===== src/sv/bda_pkg.sv =====
// ----------------------------------------------------------------------------
// bda_pkg
// Types and constants shared by the binary to decimal ASCII converter.
// ----------------------------------------------------------------------------
package bda_pkg;

    localparam int VALUE_W     = 32;
    localparam int DIGIT_W     = 4;
    localparam int CHAR_W      = 6;
    localparam int RECIP_SHIFT = 35;

    // ceil(2^35 / 10): q = (v * RECIP_10) >> 35 equals v / 10 for any 32-bit v.
    localparam logic [VALUE_W-1:0] RECIP_10   = 32'hCCCC_CCCD;
    localparam logic [CHAR_W-1:0]  ASCII_ZERO = 6'd48;

    typedef struct packed {
        logic load;   // capture a new value and clear the digit count
        logic step;   // divide by ten and push the remainder digit
        logic pop;    // drop the digit that was just delivered
    } t_dp_cmd;

    typedef struct packed {
        logic quot_zero;   // the current division leaves a zero quotient
        logic full;        // this push fills the digit stack
        logic last_digit;  // exactly one digit remains on the stack
    } t_dp_status;

endpackage


===== src/sv/bda_controller.sv =====
// ----------------------------------------------------------------------------
// bda_controller
// Sequencer that loads a value, runs the division chain and drains digits.
// ----------------------------------------------------------------------------
module bda_controller
    import bda_pkg::*;
(
    input  logic       i_clk,
    input  logic       i_rst_n,
    input  logic       i_in_valid,
    output logic       o_in_ready,
    output logic       o_out_valid,
    input  logic       i_out_ready,
    input  t_dp_status i_status,
    output t_dp_cmd    o_cmd
);
    typedef enum logic [1:0] {
        S_IDLE,
        S_CONV,
        S_EMIT
    } t_state;

    t_state r_state;
    logic   r_in_ready;
    logic   r_out_valid;

    assign o_in_ready  = r_in_ready;
    assign o_out_valid = r_out_valid;

    assign o_cmd.load = i_in_valid && r_in_ready;
    assign o_cmd.step = (r_state == S_CONV);
    assign o_cmd.pop  = r_out_valid && i_out_ready;

    always_ff @(posedge i_clk) begin
        if (!i_rst_n) begin
            r_state     <= S_IDLE;
            r_in_ready  <= 1'b1;
            r_out_valid <= 1'b0;
        end else begin
            unique case (r_state)
                S_IDLE: begin
                    if (i_in_valid && r_in_ready) begin
                        r_state    <= S_CONV;
                        r_in_ready <= 1'b0;
                    end
                end
                // A zero value still takes one step and yields the digit zero.
                S_CONV: begin
                    if (i_status.quot_zero || i_status.full) begin
                        r_state     <= S_EMIT;
                        r_out_valid <= 1'b1;
                    end
                end
                S_EMIT: begin
                    if (i_out_ready && i_status.last_digit) begin
                        r_state     <= S_IDLE;
                        r_out_valid <= 1'b0;
                        r_in_ready  <= 1'b1;
                    end
                end
                default: begin
                    r_state     <= S_IDLE;
                    r_out_valid <= 1'b0;
                    r_in_ready  <= 1'b1;
                end
            endcase
        end
    end
endmodule


===== config.mk =====
export PLATFORM = sky130hd
export DESIGN_NAME = bda_controller
export DESIGN_NICKNAME = d
export VERILOG_FILES = /design/src/sv/bda_pkg.sv /design/src/sv/bda_controller.sv
export SDC_FILE = /design/constraint.sdc
export NUM_CORES = 1
export LEC_CHECK = 0
export BUFFER_PORTS_ARGS = -buffer_cell sky130_fd_sc_hd__buf_2
export CAP_MARGIN = 20
export CORE_AREA = 2 2 39 41
export CTS_CLUSTER_SIZE = 20
export DETAILED_ROUTE_END_ITERATION = 8
export DIE_AREA = 0 0 41 43
export PLACE_DENSITY = 0.43
export SYNTH_ARGS = -nofsm -noshare
export SYNTH_HDL_FRONTEND = slang
export SYNTH_SLANG_ARGS = --single-unit

===== constraint.sdc =====
create_clock -name i_clk -period 1.6 [get_ports i_clk]
set_clock_uncertainty 0.05 [all_clocks]
set_input_delay 0.32 -clock i_clk [delete_from_list [all_inputs] [get_ports i_clk]]
set_output_delay 0.32 -clock i_clk [all_outputs]
set_load 0.02 [all_outputs]

==> out/metrics.cfg, run 1 <==
[logic_synthesis]
synth-edff-count = 0
ys_seq_area_frac = 0.421
synth_top_area_cell = dfxtp_1
synth_cell_types = 14
syn_inst = 22
syn-cell-area_um2 = 190
ys_ff_latch = 4
synth.most_common_cell = dfxtp_1
ys_async_sr_fraction = 0
synth.net_count = 29
synthDominantCellAreaShare = 0.421
synth_area_leaders = dfxtp_1, a21oi_1, nor2b_4
ys.flop_type = dfxtp_1
yosysWarningCount = 0
synthTopCellsByCount = dfxtp_1, a21oi_1, and2_1, nand2_1, nand2b_1
synth.avg_cell_area_um2 = 8.64

[place]
gp_congestion = 0.629
portBuffers = 11
hpwl_um = 338
post-place-ws_ns = 0.494

[route]
wire_per_inst_um = 8.25
dr.pass1.iters = 4
drc = 0
postRouteAntennaNets = 0
vias_per_cell = 3.65
wl_met2_um = 100
drtIter0Drc = 4
wl_met1_um = 256
top_layer = met3
dr_total_vias = 190
wl_um = 429
wl_met3_um = 72

[timing]
slew-limit-headroom = 0.834
hold_viol = 0
period_minus_slack_ns = 1.33
fmax_mhz = 753
worst_pin_slew_ns = 0.249
worst_slack_ns = 0.273
rsz0062_at_grt = false
hold_ws_ns = 0.227
fin_tns_setup_ns = 0
maxSlewViolCount = 0
setup_violations = 0
min_period_over_period = 0.830

[clocking]
insertion_delay_ns = 0.23
cts_max_path_buffers = 2
cts_buffers = 3
postCtsSetupBuffers = 0
cts_sinks = 4
cts_tree = done
hold_buffers = 0
clk_pin_slew_ns = 0.04
htree_levels = 1
cts-root-buf = clkbuf_4
cts_resized = 0

[layout]
area_delta_synth_final_pct = 51.3
layout.nets = 45
post-route-util = 0.208
fillCellCount = 151
drive_gt1_frac = 0.444
area.sequential_um2 = 80.1
diodes = 0
multiInputGateArea_um2 = 106

[floorplanning]
die_w_um = 41
die_h_um = 43
rows = 14
die_area_mm2 = 0.00176
core_mm2 = 0.00138
start_util = 0.137
ioPinCount = 12

[worst_setup_path]
critPathTopFamily = flip-flops
crit_chain = nor2b_4, buf_2
crit_buf_inv = 1
crit_path_top_delay_cell = dfxtp_1
worstPathArrival_ns = 0.96
cp_data_required_time_ns = 1.23
start_kind = flip-flop
path_class = flip-flop to output pin
critPathMaxStageDelay_ns = 0.38
cp_max_fo = 4
critPathCaptureType = output pin

[global_route]
grt_usage = 0.0613
grt_max_degree = 6
grt_pass1_wl_um = 607
antenna_found_initial = 0
grt_pass1_vias = 136
grt-ovfl-total = 0

[min_path]
hold_path.class = primary input to flip-flop

[power]
p_comb_frac = 0.217
p_leak_nw = 0.132
powerDensity_mw_per_mm2 = 1100
p_int_mw = 0.226
p_switching_mw = 0.0914
swShare = 0.288
finalPower_mw = 0.317
p_clk_frac = 0.400
ir_drop_v = 0.000546
seqPwrFrac = 0.383

[job]
maxCapViolations = 0

[outcome]
outcome = finished, final reports clean

==> worst paths after layout <==
path / start / end / slack (ns) / cells after the start
max: r_state[0] / o_cmd[1] / 0.27 / 2
min: i_rst_n / o_in_ready / 0.23 / 2
max reg2reg: r_state[0] / o_in_ready / 0.64 / 3
min reg2reg: o_out_valid / o_out_valid / 0.45 / 2
==> worst reg2reg max path: stages, from the launching register on <==
cell     delay [ns]
dfxtp_1        0.33
a21oi_1        0.23
nor2b_1        0.17
o21ai_1        0.06
==> through the flow <==
step                      std cells  cell area (µm²)
after floorplan                  22              190
after global placement           49              265
after detailed placement         49              265
after CTS                        52              288
after global routing             52              288
final                            52              288
==> registers in the layout, summed over array words and instances (netlist names) <==
signal       count
r_state          2
o_in_ready       1
o_out_valid      1
==> power by group through the flow <==
stage / registers [mW] / clock network (mW) / logic [mW]
floorplan: 0.129 / 0 / 0.0365
global placement: 0.123 / 0 / 0.0693
detailed placement: 0.123 / 0 / 0.0691
CTS: 0.122 / 0.134 / 0.0695
global route: 0.123 / 0.150 / 0.0744
finish: 0.122 / 0.127 / 0.0689
==> kinds of logic after synthesis <==
group                  count (synthesis)  synth area share
AND/OR/NAND/NOR                       10             0.322
multiplexers                           1            0.0526
buffers and inverters                  1            0.0197
flip-flops                             4             0.421
AO/OA/AOI/OAI                          6             0.184
==> layout by cell type (no fill, tap or decap), drive strengths merged <==
master and count:
nor3 1, clkbuf 3, inv 1, a31oi 1, nor2b 2, and2 2, nor2 1, nand2b 2
buf 11, a21oi 3, mux2i 1, dfxtp 4, o21ai 2, nand2 2
==> layer usage <==
layer,GRT usage,vias up
met2,0.0438,14
met4,0.0200,0
met3,0.0942,0
met1,0.0839,70
li1,-,106
met5,0,-
==> cell type report <==
| class | instances | share of cell area |
|---|---|---|
| Timing Repair Buffer | 11 | 0.191 |
| Sequential cell | 4 | 0.278 |
| Multi-Input combinational cell | 17 | 0.370 |
| Inverter | 1 | 0.0130 |
| Clock buffer | 3 | 0.0783 |
| Tap cell | 16 | 0.0696 |
Note: power is estimated with default switching activity, not from simulation.
==> run 2, diff against run 1 <==
--- a/config.mk
+++ b/config.mk
@@ -11,7 +11,7 @@
 export CTS_CLUSTER_SIZE = 20
 export DETAILED_ROUTE_END_ITERATION = 8
 export DIE_AREA = 0 0 41 43
-export PLACE_DENSITY = 0.43
+export PLACE_DENSITY = 0.45
 export SYNTH_ARGS = -nofsm -noshare
 export SYNTH_HDL_FRONTEND = slang
 export SYNTH_SLANG_ARGS = --single-unit
==> constraint.sdc (replaced) <==
create_clock -name i_clk -period 1.07 [get_ports i_clk]
set_clock_uncertainty 0.05 [all_clocks]
set_input_delay 0.214 -clock i_clk [delete_from_list [all_inputs] [get_ports i_clk]]
set_output_delay 0.214 -clock i_clk [all_outputs]
set_load 0.02 [all_outputs]
==> run 2 against run 1 <==
Net effect:
- the flow now finishes with violations (setup timing)
- non-clock buffer count is 7 higher
- sequential share of layout area is 4.5 points lower
- combinational power is 150% higher
- first-iteration DRC count is 25% lower
- register-to-register slack worse by 0.58 ns
- utilization is 6.3 points higher
- flip-flop and latch count stayed put
- cell area is 30% higher
- via count is 23% higher
- largest power group unchanged
==> out/metrics.cfg, run 2 (synthesis gave the netlist of run 1 again) <==
[timing]
rsz0062_at_grt = true
worst_slack_ns = -0.0200
maxSlewViolCount = 0
slew-limit-headroom = 0.886
hold_viol = 0
setup_violations = 2
worst_pin_slew_ns = 0.170
period_minus_slack_ns = 1.09
fmax_mhz = 917
min_period_over_period = 1.02

[global_route]
use_met1 = 0.0935
grt_busiest_layer = met4
grt_pass1_vias = 236
met2_usage = 0.0969
antenna_found_initial = 0
grt-ovfl-total = 0
grt_usage = 0.0814
grt_max_degree = 5
grt_pass1_wl_um = 883
met3_usage = 0.0314

[clocking]
cts-root-buf = clkbuf_4
cts_max_path_buffers = 2
cts_sinks = 4
clk_pin_slew_ns = 0.04
cts_tree = done
htree_levels = 1
cts_buffers = 3
insertion_delay_ns = 0.24

[worst_setup_path]
reg2reg_depth = 5
critPathCaptureType = output pin
path_class = flip-flop to output pin
cp_data_required_time_ns = 0.81
r2r_start = r_state[0]
reg2reg_slack_ns = 0.06
start_kind = flip-flop
reg2reg_to = o_out_valid
worstPathArrival_ns = 0.83
cp_max_fo = 3

[min_path]
min_to = o_in_ready
min_from = i_rst_n
hold_path.class = primary input to flip-flop
whs_path_depth = 2

[power]
finalPower_mw = 0.541
p_switching_mw = 0.155
p_int_mw = 0.386
ir_drop_v = 0.000434
swShare = 0.287
p_clk_frac = 0.358
p_leak_nw = 0.177
seqPwrFrac = 0.331
p_comb_frac = 0.311
powerDensity_mw_per_mm2 = 1440

[floorplanning]
start_util = 0.137
die_w_um = 41
rows = 14
die_area_mm2 = 0.00176
core_mm2 = 0.00138
ioPinCount = 12
die_h_um = 43

[layout]
layout.nets = 52
diodes = 0
largest_register = r_state
area_delta_synth_final_pct = 97.4
final_cell_mix = buf_2, buf_4, clkbuf_4, dfxtp_2, buf_6
final_cells = 59
drive_gt1_frac = 0.698
largest_reg_flops = 2
final_common_cell = buf_2

[place]
dp_cells = 49
gp_congestion = 0.618
portBuffers = 11
hpwl_um = 362

[route]
wl_um = 616
drtIter0Drc = 3
dr.pass1.iters = 4
dr_total_vias = 234
wire_per_inst_um = 10.4
postRouteAntennaNets = 0
vias_per_cell = 3.97
drc = 0

[outcome]
outcome = complete, but fails checks
violations = setup timing

[job]
maxCapViolations = 0

## run 2: cell types whose count changed in the layout (fill, tap and decap cells not counted), sizes merged
cell	before	now
buf	11	18
## run 2: layout make-up
class / instances / area [µm²]
fillers: 164 / 1010
repair buffers: 18 / 126
multi-input cells: 17 / 115
flip-flops and latches: 4 / 87.6
clock buffers: 3 / 22.5
well taps: 16 / 20.0
inverters: 1 / 3.75
## run 2: worst max-delay path by stage
| stage | start | to | slack (ns) | cells after the start |
|---|---|---|---|---|
| 6_report | o_in_ready | o_cmd[2] | -0.02 | 2 |
| 5_1_grt | r_state[0] | o_cmd[1] | -0.05 | 2 |
| 4_1_cts | r_state[1] | o_cmd[1] | -0.02 | 2 |
| 3_5_place_dp | r_state[0] | o_cmd[1] | 0.10 | 2 |
| 3_3_place_gp | r_state[0] | o_cmd[1] | 0.1 | 2 |
| 2_1_floorplan | o_in_ready | r_state[0] | 0.0001 | 3 |
## run 2: layer usage
layer / wire, µm / part of all wire / vias to the layer above
li1: - / - / 116
met1: 259 / 0.42 / 109
met2: 299 / 0.49 / 9
met3: 57 / 0.093 / 0
met4: 0 / 0 / 0
met5: 0 / 0 / -
## run 2: critical path, cell delays in order, from the launching register on
cell	delay, ns
dfxtp_2	0.34
and2_4	0.14
buf_6	0.11
## run 2: power by group through the flow
stage | Clock (mW) | Combinational (mW) | Sequential, mW
finish | 0.194 | 0.169 | 0.179
global route | 0.211 | 0.182 | 0.181
CTS | 0.202 | 0.159 | 0.179
detailed placement | 0 | 0.103 | 0.185
global placement | 0 | 0.103 | 0.184
floorplan | 0 | 0.0545 | 0.193
## run 2: what timing repair did
item | CTS | global route
setup endpoints to repair | 3 | 6
setup buffers | 6 | 1
hold buffers | 0 | 0
resized for setup | 13 | 1
## run 2: per-stage QoR
step | area [µm²] | hold slack (ns) | setup slack (ns) | util | setup TNS (ns)
global route | 375 | 0.133 | -0.0454 | 0.271 | -0.102
CTS | 364 | 0.107 | -0.0192 | 0.263 | -0.0433
floorplan | 190 | 0.244 | 0.000137 | - | 0
finish | 375 | 0.114 | -0.0200 | 0.271 | -0.0398
global placement | 265 | 0.365 | 0.0972 | 0.192 | 0
detailed placement | 265 | 0.360 | 0.104 | 0.192 | 0
==> run 3, diff against run 2 <==
--- a/config.mk
+++ b/config.mk
@@ -5,13 +5,14 @@
 export SDC_FILE = /design/constraint.sdc
 export NUM_CORES = 1
 export LEC_CHECK = 0
+export ABC_AREA = 1
 export BUFFER_PORTS_ARGS = -buffer_cell sky130_fd_sc_hd__buf_2
 export CAP_MARGIN = 20
 export CORE_AREA = 2 2 39 41
 export CTS_CLUSTER_SIZE = 20
 export DETAILED_ROUTE_END_ITERATION = 8
 export DIE_AREA = 0 0 41 43
-export PLACE_DENSITY = 0.45
+export PLACE_DENSITY = 0.46
 export SYNTH_ARGS = -nofsm -noshare
 export SYNTH_HDL_FRONTEND = slang
 export SYNTH_SLANG_ARGS = --single-unit
==> run 3 against run 2 <==
Net effect:
- the flow still finishes with violations (setup timing)
- cell area is 9.3% lower
- synthesized cell count is 45% higher
- via count is 1.7% lower
- area after synthesis is 5.9% higher
- die area stayed put
- sequential share of layout area is 1.7 points higher
- clock power hardly changed
- wire length is 20% lower
- critical path type unchanged
- largest cell class is now multi-input gates
==> out/metrics.cfg, run 3 <==
[logic_synthesis]
synth.avg_cell_area_um2 = 6.30
ys_ff_latch = 4
ys.flop_type = dfxtp_1
synth_top_area_cell = dfxtp_1
yosysWarningCount = 0
ys_async_sr_fraction = 0
synth-edff-count = 0
synth_area_leaders = dfxtp_1, nand2_1, inv_1
ys_seq_area_frac = 0.398
syn-cell-area_um2 = 201
syn_inst = 32
synth.most_common_cell = nand2_1
synthDominantCellAreaShare = 0.398
synth_cell_types = 9
synthTopCellsByCount = nand2_1, inv_1, dfxtp_1, nor2_1, a21oi_1
synth.net_count = 39

[timing]
rsz0062_at_grt = true
slew-limit-headroom = 0.893
fmax_mhz = 926
worst_pin_slew_ns = 0.160
period_minus_slack_ns = 1.08
hold_viol = 0
maxSlewViolCount = 0
worst_slack_ns = -0.00940
setup_violations = 1
fin_tns_setup_ns = -0.00940
min_period_over_period = 1.01

[floorplanning]
ioPinCount = 12
die_w_um = 41
die_area_mm2 = 0.00176
start_util = 0.146
die_h_um = 43
core_mm2 = 0.00138
rows = 14

[power]
finalPower_mw = 0.529
p_switching_mw = 0.164
p_comb_frac = 0.290
p_clk_frac = 0.363
powerDensity_mw_per_mm2 = 1550
seqPwrFrac = 0.347
ir_drop_v = 0.000355
p_leak_nw = 0.182
p_int_mw = 0.365
swShare = 0.309

[worst_setup_path]
crit_path_top_delay_cell = dfxtp_2
r2r_start = r_state[1]
timing.critical_path.mode_cell = inv_2
endpoint = o_cmd[1]
critPathMaxStageDelay_ns = 0.32
start_kind = flip-flop
crit_chain = inv_2, nand2_2, inv_2, buf_6
reg2reg_depth = 6
reg2reg_to = o_in_ready
cp_data_required_time_ns = 0.81
worstPathArrival_ns = 0.82
path_class = flip-flop to output pin
cp_max_fo = 2
cp-startpoint = r_state[1]
reg2reg_slack_ns = 0.14
critPathCaptureType = output pin

[layout]
largest_register = r_state
final_cells = 64
final_common_cell = nand2_1
drive_gt1_frac = 0.563
layout.nets = 57
finalInstanceArea_um2 = 340
final_cell_mix = nand2_1, buf_2, inv_1, nor2_1, dfxtp_2
largest_reg_flops = 2
area_delta_synth_final_pct = 68.9
diodes = 0

[global_route]
grt_usage = 0.0703
grt_max_degree = 5
antenna_found_initial = 0
grt_pass1_wl_um = 786
grt-ovfl-total = 0
grt_pass1_vias = 223

[route]
postRouteAntennaNets = 0
dr_total_vias = 230
drtIter0Drc = 0
dr.pass1.iters = 1
wl_um = 495
vias_per_cell = 3.59
drc = 0
wire_per_inst_um = 7.73

[clocking]
cts_tree = done
cts_buffers = 3
cts_max_path_buffers = 2
cts-root-buf = clkbuf_4
hold_buffers = 0
cts_sinks = 4
insertion_delay_ns = 0.24
clk_pin_slew_ns = 0.04
htree_levels = 1

[place]
place_area_um2 = 277
dp_cells = 59
gp_congestion = 0.672
post-place-ws_ns = 0.0651
portBuffers = 11

[min_path]
hold_path.class = primary input to flip-flop
whs_path_depth = 3

[outcome]
violations = setup timing
outcome = complete, but fails checks

[job]
maxCapViolations = 0

## run 3: cell types whose count changed in the layout (fill, tap and decap cells not counted), moves of 2 or more
cell      before  now
nand2b_1       2    0
inv_1          1    4
and2_4         2    0
nor2_1         1    4
inv_2          0    3
nand2_2        0    2
buf_4          7    2
nand2_1        2    9
## run 3: cells by family (layout without fill, tap and decap cells)
family / Yosys count / in the layout / share of synthesized area
simple gates: 18 / 18 / 0.398
buf+inv: 7 / 23 / 0.130
flops: 4 / 4 / 0.398
compound gates: 3 / 3 / 0.0745
## run 3: area by class of cell
cell class / count / area (µm²)
inverter: 7 / 26.3
sequential: 4 / 85.1
tap: 16 / 20.0
clock buffer: 3 / 22.5
multi-input combinational: 21 / 97.6
fill: 169 / 1040
timing repair buffer: 13 / 88.8
## run 3: worst min path at each step
| stage | start | end | slack (ns) |
|---|---|---|---|
| floorplan | i_rst_n | o_out_valid | 0.28 |
| global placement | o_in_ready | o_in_ready | 0.41 |
| global route | i_rst_n | o_out_valid | 0.17 |
| finish | i_rst_n | o_out_valid | 0.16 |
| detailed placement | o_in_ready | o_in_ready | 0.40 |
| CTS | i_rst_n | o_out_valid | 0.15 |
## run 3: per-stage QoR
stage / hold slack (ns) / util
after floorplan: 0.284 / -
after global routing: 0.170 / 0.246
after CTS: 0.150 / 0.243
after global placement: 0.406 / 0.200
final: 0.157 / 0.246
after detailed placement: 0.403 / 0.200
## run 3: power groups by stage
stage	logic [mW]	clock network (mW)	registers (mW)
after floorplan	0.0702	0	0.195
after global placement	0.124	0	0.184
after detailed placement	0.124	0	0.183
after CTS	0.154	0.206	0.184
after global routing	0.171	0.212	0.186
final	0.154	0.192	0.184
## run 3: critical path, delay by kind of cell, from the launching register on
family / cells / cell delay, ns
buffers and inverters: 3 / 0.19
DFF: 1 / 0.32
and+or+nand+nor: 1 / 0.06
## run 3: per-layer routing
layer / global-route usage / share of wire
met3: 0.0314 / 0.044
met4: 0.0600 / 0
met5: 0 / 0
met1: 0.0675 / 0.37
met2: 0.106 / 0.59
## run 3: repair_timing
action | in CTS | in global routing
pin swaps | 0 | 0
resized for setup | 13 | 1
endpoints found under the setup margin | 3 | 3
setup buffers | 2 | 0
